$ cat src/sv/sgnb_pkg.sv
`default_nettype none
package sgnb_pkg;

  localparam int GRID_DIM_DEF   = 64;
  localparam int MAX_AGENTS_DEF = 64;

  localparam int CMD_W     = 3;
  localparam int AGENT_W   = 6;
  localparam int POS_W     = 24;
  localparam int RAD_W     = 20;
  localparam int INV_W     = 17;
  localparam int COUNT_W   = 7;
  localparam int FRAC_BITS = 16;
  localparam int PADDR_W   = 4;
  localparam int PDATA_W   = 32;

  localparam logic [CMD_W-1:0] CMD_INSERT = 3'd0;
  localparam logic [CMD_W-1:0] CMD_REMOVE = 3'd1;
  localparam logic [CMD_W-1:0] CMD_MOVE   = 3'd2;
  localparam logic [CMD_W-1:0] CMD_QUERY  = 3'd3;
  localparam logic [CMD_W-1:0] CMD_COUNT  = 3'd4;
  localparam logic [CMD_W-1:0] CMD_CLEAR  = 3'd5;

  localparam logic [1:0] REG_INV_CELL = 2'd0;
  localparam logic [1:0] REG_ORIGIN_X = 2'd1;
  localparam logic [1:0] REG_ORIGIN_Y = 2'd2;

  // coordinate slots, even slots are x axis, odd slots are y axis
  localparam int NUM_COORDS  = 8;
  localparam int COORD_SEL_W = 3;
  localparam logic [COORD_SEL_W-1:0] SEL_POS_X = 3'd0;
  localparam logic [COORD_SEL_W-1:0] SEL_POS_Y = 3'd1;
  localparam logic [COORD_SEL_W-1:0] SEL_OLD_X = 3'd2;
  localparam logic [COORD_SEL_W-1:0] SEL_OLD_Y = 3'd3;
  localparam logic [COORD_SEL_W-1:0] SEL_QX0   = 3'd4;
  localparam logic [COORD_SEL_W-1:0] SEL_QY0   = 3'd5;
  localparam logic [COORD_SEL_W-1:0] SEL_QX1   = 3'd6;
  localparam logic [COORD_SEL_W-1:0] SEL_QY1   = 3'd7;

  localparam int OP_W = 5;
  localparam logic [OP_W-1:0] OP_NONE        = 5'd0;
  localparam logic [OP_W-1:0] OP_LATCH       = 5'd1;
  localparam logic [OP_W-1:0] OP_SWEEP       = 5'd2;
  localparam logic [OP_W-1:0] OP_CLR_PRESENT = 5'd3;
  localparam logic [OP_W-1:0] OP_U_READ      = 5'd4;
  localparam logic [OP_W-1:0] OP_U_CELL      = 5'd5;
  localparam logic [OP_W-1:0] OP_U_WRITE     = 5'd6;
  localparam logic [OP_W-1:0] OP_A_READ      = 5'd7;
  localparam logic [OP_W-1:0] OP_A_WRITE     = 5'd8;
  localparam logic [OP_W-1:0] OP_A_LINK      = 5'd9;
  localparam logic [OP_W-1:0] OP_CNT_READ    = 5'd10;
  localparam logic [OP_W-1:0] OP_CNT_LATCH   = 5'd11;
  localparam logic [OP_W-1:0] OP_Q_START     = 5'd12;
  localparam logic [OP_W-1:0] OP_Q_CELL      = 5'd13;
  localparam logic [OP_W-1:0] OP_Q_HEAD      = 5'd14;
  localparam logic [OP_W-1:0] OP_Q_PUSH      = 5'd15;
  localparam logic [OP_W-1:0] OP_Q_NEXT      = 5'd16;
  localparam logic [OP_W-1:0] OP_FINISH      = 5'd17;

  typedef struct packed {
    logic [CMD_W-1:0]        command;
    logic [AGENT_W-1:0]      agent;
    logic signed [POS_W-1:0] pos_x;
    logic signed [POS_W-1:0] pos_y;
    logic signed [POS_W-1:0] old_x;
    logic signed [POS_W-1:0] old_y;
    logic [RAD_W-1:0]        radius;
  } in_item_t;

  typedef struct packed {
    logic [AGENT_W-1:0] neighbor_agent;
    logic               has_neighbor;
    logic [COUNT_W-1:0] cell_count;
    logic               last;
  } out_item_t;

  typedef struct packed {
    logic [OP_W-1:0]        op;
    logic                   coord_issue;
    logic [COORD_SEL_W-1:0] coord_sel;
  } ctrl_cmd_t;

  typedef struct packed {
    logic [CMD_W-1:0] command;
    logic             coord_done;
    logic             agent_ok;
    logic             present_a;
    logic             keys_differ;
    logic             head_nil;
    logic             next_nil;
    logic             cell_last;
    logic             q_done;
    logic             can_push;
    logic             out_free;
    logic             sweep_last;
  } dp_status_t;

endpackage
`default_nettype wire

$ cat src/sv/sgnb_ctrl.sv
`default_nettype none
module sgnb_ctrl (
  input  logic                 clk,
  input  logic                 rst,
  input  logic                 in_valid,
  output logic                 in_ready,
  input  sgnb_pkg::dp_status_t status,
  output sgnb_pkg::ctrl_cmd_t  cmd
);
  import sgnb_pkg::*;

  localparam int CNT_W = $clog2(NUM_COORDS + 1);

  localparam logic [4:0] S_SWEEP     = 5'd0;
  localparam logic [4:0] S_IDLE      = 5'd1;
  localparam logic [4:0] S_COORD     = 5'd2;
  localparam logic [4:0] S_DISPATCH  = 5'd3;
  localparam logic [4:0] S_U_READ    = 5'd4;
  localparam logic [4:0] S_U_CELL    = 5'd5;
  localparam logic [4:0] S_U_WRITE   = 5'd6;
  localparam logic [4:0] S_A_READ    = 5'd7;
  localparam logic [4:0] S_A_WRITE   = 5'd8;
  localparam logic [4:0] S_A_LINK    = 5'd9;
  localparam logic [4:0] S_CNT_READ  = 5'd10;
  localparam logic [4:0] S_CNT_LATCH = 5'd11;
  localparam logic [4:0] S_Q_CELL    = 5'd12;
  localparam logic [4:0] S_Q_HEAD    = 5'd13;
  localparam logic [4:0] S_Q_WALK    = 5'd14;
  localparam logic [4:0] S_Q_NEXT    = 5'd15;
  localparam logic [4:0] S_FINISH    = 5'd16;

  logic [4:0]       state, state_next;
  logic [CNT_W-1:0] coord_cnt, coord_cnt_next;
  logic             do_append, do_append_next;
  logic             sweep_fin, sweep_fin_next;

  always_ff @(posedge clk) begin
    if (rst) begin
      state     <= S_SWEEP;
      coord_cnt <= '0;
      do_append <= 1'b0;
      sweep_fin <= 1'b0;
    end else begin
      state     <= state_next;
      coord_cnt <= coord_cnt_next;
      do_append <= do_append_next;
      sweep_fin <= sweep_fin_next;
    end
  end

  assign in_ready = (state == S_IDLE);

  always_comb begin
    state_next     = state;
    coord_cnt_next = coord_cnt;
    do_append_next = do_append;
    sweep_fin_next = sweep_fin;
    cmd            = '0;
    cmd.op         = OP_NONE;
    case (state)
      S_SWEEP: begin
        cmd.op = OP_SWEEP;
        if (status.sweep_last) state_next = sweep_fin ? S_FINISH : S_IDLE;
      end
      S_IDLE: begin
        if (in_valid) begin
          cmd.op         = OP_LATCH;
          coord_cnt_next = '0;
          state_next     = S_COORD;
        end
      end
      S_COORD: begin
        if (coord_cnt != CNT_W'(NUM_COORDS)) begin
          cmd.coord_issue = 1'b1;
          cmd.coord_sel   = coord_cnt[COORD_SEL_W-1:0];
          coord_cnt_next  = coord_cnt + CNT_W'(1);
        end
        if (status.coord_done) state_next = S_DISPATCH;
      end
      S_DISPATCH: begin
        case (status.command)
          CMD_INSERT: begin
            do_append_next = 1'b1;
            if (!status.agent_ok) state_next = S_FINISH;
            else state_next = status.present_a ? S_U_READ : S_A_READ;
          end
          CMD_REMOVE: begin
            do_append_next = 1'b0;
            state_next = (status.agent_ok && status.present_a) ? S_U_READ : S_FINISH;
          end
          CMD_MOVE: begin
            do_append_next = 1'b1;
            if (!(status.agent_ok && status.keys_differ)) state_next = S_FINISH;
            else state_next = status.present_a ? S_U_READ : S_A_READ;
          end
          CMD_QUERY: begin
            cmd.op     = OP_Q_START;
            state_next = S_Q_CELL;
          end
          CMD_COUNT: state_next = S_CNT_READ;
          CMD_CLEAR: begin
            cmd.op         = OP_CLR_PRESENT;
            sweep_fin_next = 1'b1;
            state_next     = S_SWEEP;
          end
          default: state_next = S_FINISH;
        endcase
      end
      S_U_READ: begin
        cmd.op     = OP_U_READ;
        state_next = S_U_CELL;
      end
      S_U_CELL: begin
        cmd.op     = OP_U_CELL;
        state_next = S_U_WRITE;
      end
      S_U_WRITE: begin
        cmd.op     = OP_U_WRITE;
        state_next = do_append ? S_A_READ : S_FINISH;
      end
      S_A_READ: begin
        cmd.op     = OP_A_READ;
        state_next = S_A_WRITE;
      end
      S_A_WRITE: begin
        cmd.op     = OP_A_WRITE;
        state_next = S_A_LINK;
      end
      S_A_LINK: begin
        cmd.op     = OP_A_LINK;
        state_next = S_FINISH;
      end
      S_CNT_READ: begin
        cmd.op     = OP_CNT_READ;
        state_next = S_CNT_LATCH;
      end
      S_CNT_LATCH: begin
        cmd.op     = OP_CNT_LATCH;
        state_next = S_FINISH;
      end
      S_Q_CELL: begin
        cmd.op     = OP_Q_CELL;
        state_next = S_Q_HEAD;
      end
      S_Q_HEAD: begin
        cmd.op = OP_Q_HEAD;
        if (!status.head_nil) state_next = S_Q_WALK;
        else state_next = status.cell_last ? S_FINISH : S_Q_CELL;
      end
      S_Q_WALK: begin
        if (status.can_push) begin
          cmd.op     = OP_Q_PUSH;
          state_next = S_Q_NEXT;
        end
      end
      S_Q_NEXT: begin
        cmd.op = OP_Q_NEXT;
        if (!status.next_nil) state_next = S_Q_WALK;
        else state_next = status.q_done ? S_FINISH : S_Q_CELL;
      end
      S_FINISH: begin
        if (status.out_free) begin
          cmd.op         = OP_FINISH;
          sweep_fin_next = 1'b0;
          state_next     = S_IDLE;
        end
      end
      default: state_next = S_IDLE;
    endcase
  end

endmodule
`default_nettype wire

$ cat config.mk
export PLATFORM = sky130hd
export DESIGN_NAME = sgnb_ctrl
export DESIGN_NICKNAME = d
export VERILOG_FILES = /design/src/sv/sgnb_pkg.sv /design/src/sv/sgnb_ctrl.sv
export SDC_FILE = /design/constraint.sdc
export NUM_CORES = 1
export LEC_CHECK = 0
export ABC_AREA = 1
export BUFFER_PORTS_ARGS = -buffer_cell sky130_fd_sc_hd__clkbuf_2
export CORE_ASPECT_RATIO = 0.6
export CORE_MARGIN = 3
export CORE_UTILIZATION = 35
export CTS_CLUSTER_DIAMETER = 120
export DETAILED_ROUTE_END_ITERATION = 12
export PLACE_DENSITY_LB_ADDON = 0.25
export RECOVER_POWER = 50
export SLEW_MARGIN = 20
export SYNTH_ARGS = -nofsm -noshare
export SYNTH_HDL_FRONTEND = slang
export SYNTH_SLANG_ARGS = --single-unit
$ cat constraint.sdc
create_clock -name clk -period 1.35 [get_ports clk]
set_input_delay 0.135 -clock clk [delete_from_list [all_inputs] [get_ports clk]]
set_output_delay 0.135 -clock clk [all_outputs]
set_load 0.005 [all_outputs]
Word level (Yosys, flattened, before mapping)

Index checks and enable logic that the tools add are counted.
Widths: inputs -> output; s select.

Word-level logic and storage cells: 78
Output and inout port bits: 10
Flip-flop bits (word level): 11

Add/subtract/negate cells: 1
Mux-type cells: 31
Reductions and logical operators: 13
Eq/ne operators: 29

Operator list:

| kind                | number |
|---|---|
| $pmux 5 s16         | 2 |
| $mux 5              | 15 |
| $eq 5x4->1 const B  | 8 |
| $pmux 5 s6          | 1 |
| $eq 5x3->1 const B  | 4 |
| $mux 4              | 5 |
| $pmux 4 s2          | 2 |
| $ne 2x2->1 const B  | 6 |
| $eq 5x2->1 const B  | 2 |
| $eq 3x2->1 const B  | 2 |
| $eq 3x3->1 const B  | 2 |
| $reduce_and 3->1    | 2 |
| $reduce_bool 2->1   | 3 |
| $eq 5x1->1 const B  | 1 |
| $eq 5x5->1 const B  | 1 |
| $logic_not 5->1     | 1 |
| $reduce_and 5->1    | 1 |
| $add 4x1->4 const B | 1 |
| $ne 4x4->1 const B  | 1 |
| $pmux 1 s2          | 2 |
| $reduce_or 2->1     | 2 |
| $eq 3x1->1 const B  | 1 |
| $logic_not 3->1     | 1 |
| $mux 1              | 3 |
| 4 further kinds     | 5 |

Longest topological paths before layout

Depth in word-level cells: 4
Mapped depth: 10

Worst setup path after synthesis

No wires, ideal clock.

Kind: register to register
From: reg coord_cnt[0]
To: reg coord_cnt[3]
Arrival: 1.201 ns
Cell stages (with the launch flop): 10
Slack: 0.029 ns
Cells stage by stage: dfxtp_1 > inv_1 > ha_1 > nand2_1 > nor2_1 > nand3b_1 > nand2_2 > nand2_1 > o21ai_0 > a21oi_1

Longest elaborated chain between the ends: 3

RTL lines:

| item                                           | RTL line                         | RTL |
|---|---|---|
| from (decl)                                    | sgnb_ctrl.sv:33                  | `logic [CNT_W-1:0] coord_cnt, coord_cnt_next;` |
| from (signal assigned)                         | sgnb_ctrl.sv:45                  | `coord_cnt <= coord_cnt_next;` |
| $add 4x1->4 or $ne 4x4->1 (tied branches)      | sgnb_ctrl.sv:76, sgnb_ctrl.sv:73 |  |
| $mux 4 or $ne 2x2->1 (tied branches)           | --                               |  |
| $pmux 4 s2 or $reduce_and 3->1 (tied branches) | --                               |  |

Parallel ways exist; a longest one is shown, timed or not. The select of a mux whose other input is x is not followed.
A chain may end at the register's enable or synchronous reset.

==> reports/qor.csv <==
stage;metric;value;unit
run_status;status;complete, but fails checks;
run_status;violations;negative setup slack;
pwr;irDropWorstVdd;550;uV
pwr;powerDensity;1390;mW/mm^2
timing;setup_violations;20;
floorplanning;core_area;0.00295;sq mm
finish;drive_above_1_share;0.555;
floorplanning;die-area;0.00388;sq mm
synthesis;synth_xor_area_frac;0;
clock_network;root_buffer;clkbuf_8;
timing;worst_slack;-0.387;ns
critical_path;cp.buffers_inverters;3;
finish;postLayoutCoreUtil;0.676;
clock_network;cts.clk_slew.worst_paths;0.05;ns
critical_path;crit_path_frequent_cell;nor2_2;
floorplanning;die_y;49.5;microns
worst_hold_path;hp-class;in2reg;
placed_design;dp_cells;307;
detailed_routing;vias;1712;
clock_network;cts_buffer_depth;2;
clock_network;h-tree-depth;1;
finish;final_common_cell;buf_4;
critical_path;critPathRequiredTime;1.22;ns
placed_design;io_buffers;26;
timing;maxSlewHeadroom;0.631;
flow_run;drv_cap;0;
critical_path;path_max_fanout;5;
global_routing;grt_util_all_layers;0.253;
finish;fillers;242;
detailed_routing;via_per_inst;5.30;
critical_path;end_kind;output pin;
clock_network;cts_made_buffers;3;
synthesis;ys_warn_count;0;
global_routing;grt_pass1_vias;1573;
detailed_routing;drt_iter0_drc;229;
timing;period_minus_slack;1.74;ns
detailed_routing;avgRoutedWirePerCell;15.3;microns
critical_path;worst-setup-path-type;reg2out;
synthesis;synthSimpleGateAreaFrac;0.488;
finish;syn_to_final_growth;80.8;%
finish;fin_nets;301;
critical_path;cpPeakStageDelay;0.41;ns
timing;post-route-period-util;1.29;
finish;stdcell_area;0.00199;sq mm
timing;rsz0062_at_grt;true;
placed_design;dp_hpwl;3170;microns
finish;n_antenna_cell;0;
finish;final_cell_mix;buf_4, nand2_1, inv_1;
detailed_routing;wirelength;4960;microns
floorplanning;rows;15;
synthesis;netlist_instances;204;
detailed_routing;ant_nets;0;
synthesis;synth.avg_cell_area;5.40;sq um
synthesis;synth_top_cell_area_share;0.200;
placed_design;dpl-instance-area;0.00156;sq mm
detailed_routing;drcViolationCount;0;
timing;worst_slew_pin_slew;0.549;ns
finish;stdcell_count;323;
detailed_routing;dr.pass1.iters;5;
synthesis;synthMuxAreaShare;0;
clock_network;clk_latency;0.25;ns
floorplanning;die_w;78.5;microns
synthesis;yosysUniqueCellTypes;25;
floorplanning;ios;27;
synthesis;synth_adder_area_share;0.0227;
pwr;leakage;1.02;nW
synthesis;synth_area_leaders;dfxtp_1, nand2_1, inv_1, nor2_1, nand3_1;
synthesis;synth_fp_nets;223;
timing;hold_viol;0;
timing;slew_viol_final;0;
critical_path;critical-path-slowest-cell;dfxtp_4;
clock_network;tritoncts;yes;
critical_path;cp_cell_sequence;inv_4 > nor2_2 > nand3_1 > nor2_2 > inv_1 > o2111ai_2 > clkbuf_2;
global_routing;gr-total-overflow;0;
critical_path;crit_arrival;1.60;ns
critical_path;startpoint_type;flop;
synthesis;ys_seq_elements;11;
synthesis;synthesis.area;0.00110;sq mm
synthesis;synth_top_family_by_area;simple AND/OR/NAND/NOR gates;
global_routing;antenna_found_initial;0;
timing;fin_skew;0.0115;ns
global_routing;grt_max_degree;9;
clock_network;cts.sinks;11;
clock_network;hold_buffers;0;
timing;max_freq;0.576;GHz
placed_design;gp_congestion;0.993;
global_routing;grt_pass1_wl;7560;microns
synthesis;seq_area_frac_synth;0.200;
floorplanning;start_util;0.374;
critical_path;cp_top_family;simple AND/OR/NAND/NOR gates;
synthesis;synth_area_leader_cell;dfxtp_1;
synthesis;synth_compound_area_frac;0.143;
[logic make-up after synthesis]
family,Yosys count
simple gates,122
buf+inv,41
compound gates,28
flops,11
fa+ha+maj,2
[routing by layer]
metal	part of all wire	up-vias	GRT usage
met1	0.46	760	0.352
met2	0.41	125	0.382
met3	0.11	13	0.0693
li1	-	814	-
met5	0	-	0
met4	0.017	0	0.0756
[synthesized netlist by cell type]
| library cell | n |
|---|---|
| nor4_1 | 1 |
| inv_2 | 3 |
| a31oi_1 | 1 |
| a21boi_0 | 1 |
| clkbuf_1 | 2 |
| nor2_1 | 34 |
| o211ai_1 | 1 |
| nand3b_1 | 1 |
| nor2_2 | 1 |
| nand3_1 | 22 |
| buf_6 | 1 |
| nand2_2 | 1 |
| a21oi_1 | 11 |
| nor2_4 | 1 |
| ha_1 | 2 |
| inv_1 | 34 |
| o21ai_1 | 3 |
| dfxtp_1 | 11 |
| nor3_4 | 1 |
| o2111ai_1 | 3 |
| nand4_1 | 7 |
| buf_1 | 1 |
| nor3_1 | 3 |
| o21ai_0 | 8 |
| nand2_1 | 50 |
[path summary, 6_finish.rpt]
kind | startpoint | to | slack, ns | cells after the start
setup / recovery | state[0] | cmd[4] | -0.39 | 7
hold / removal | rst | state[1] | 0.20 | 2
setup reg to reg | state[0] | coord_cnt[1] | -0.24 | 9
hold reg to reg | coord_cnt[3] | coord_cnt[3] | 0.49 | 2
[flip-flops by register name (all words and copies together), names as in the netlist]
signal	cells
state	5
coord_cnt	4
do_append	1
sweep_fin	1
[power breakdown]
group | internal [W] | switching (W)
Combinational | 0.000919 | 0.000989
Sequential | 0.000401 | 0.000100
Clock | 0.000204 | 0.000148
[stage by stage]
step / setup TNS (ns) / hold WS [ns] / total power (W) / setup WS, ns
after floorplan: 0 / 0.333 / 0.000997 / 0.0293
after global routing: -4.89 / 0.210 / 0.00290 / -0.424
after CTS: -2.04 / 0.187 / 0.00249 / -0.292
after detailed placement: -1.27 / 0.448 / 0.00170 / -0.132
final: -3.76 / 0.195 / 0.00276 / -0.387
after global placement: -1.26 / 0.446 / 0.00171 / -0.189
[final cells by class]
class | count | area (sq um) | area share
multi-input cells | 152 | 958 | 0.481
repair buffers | 77 | 551 | 0.276
flip-flops and latches | 11 | 241 | 0.121
inverters | 37 | 144 | 0.0722
well taps | 42 | 52.6 | 0.0264
clock buffers | 3 | 41.3 | 0.0207
clock inverters | 1 | 5.00 | 0.00251
[repair_timing]
action                                  in CTS  in global routing
endpoints found under the setup margin      20                 21
setup buffers                               12                  5
pin swaps                                   22                 17
resized for setup                           75                 38
(Power assumes the default switching activity.)
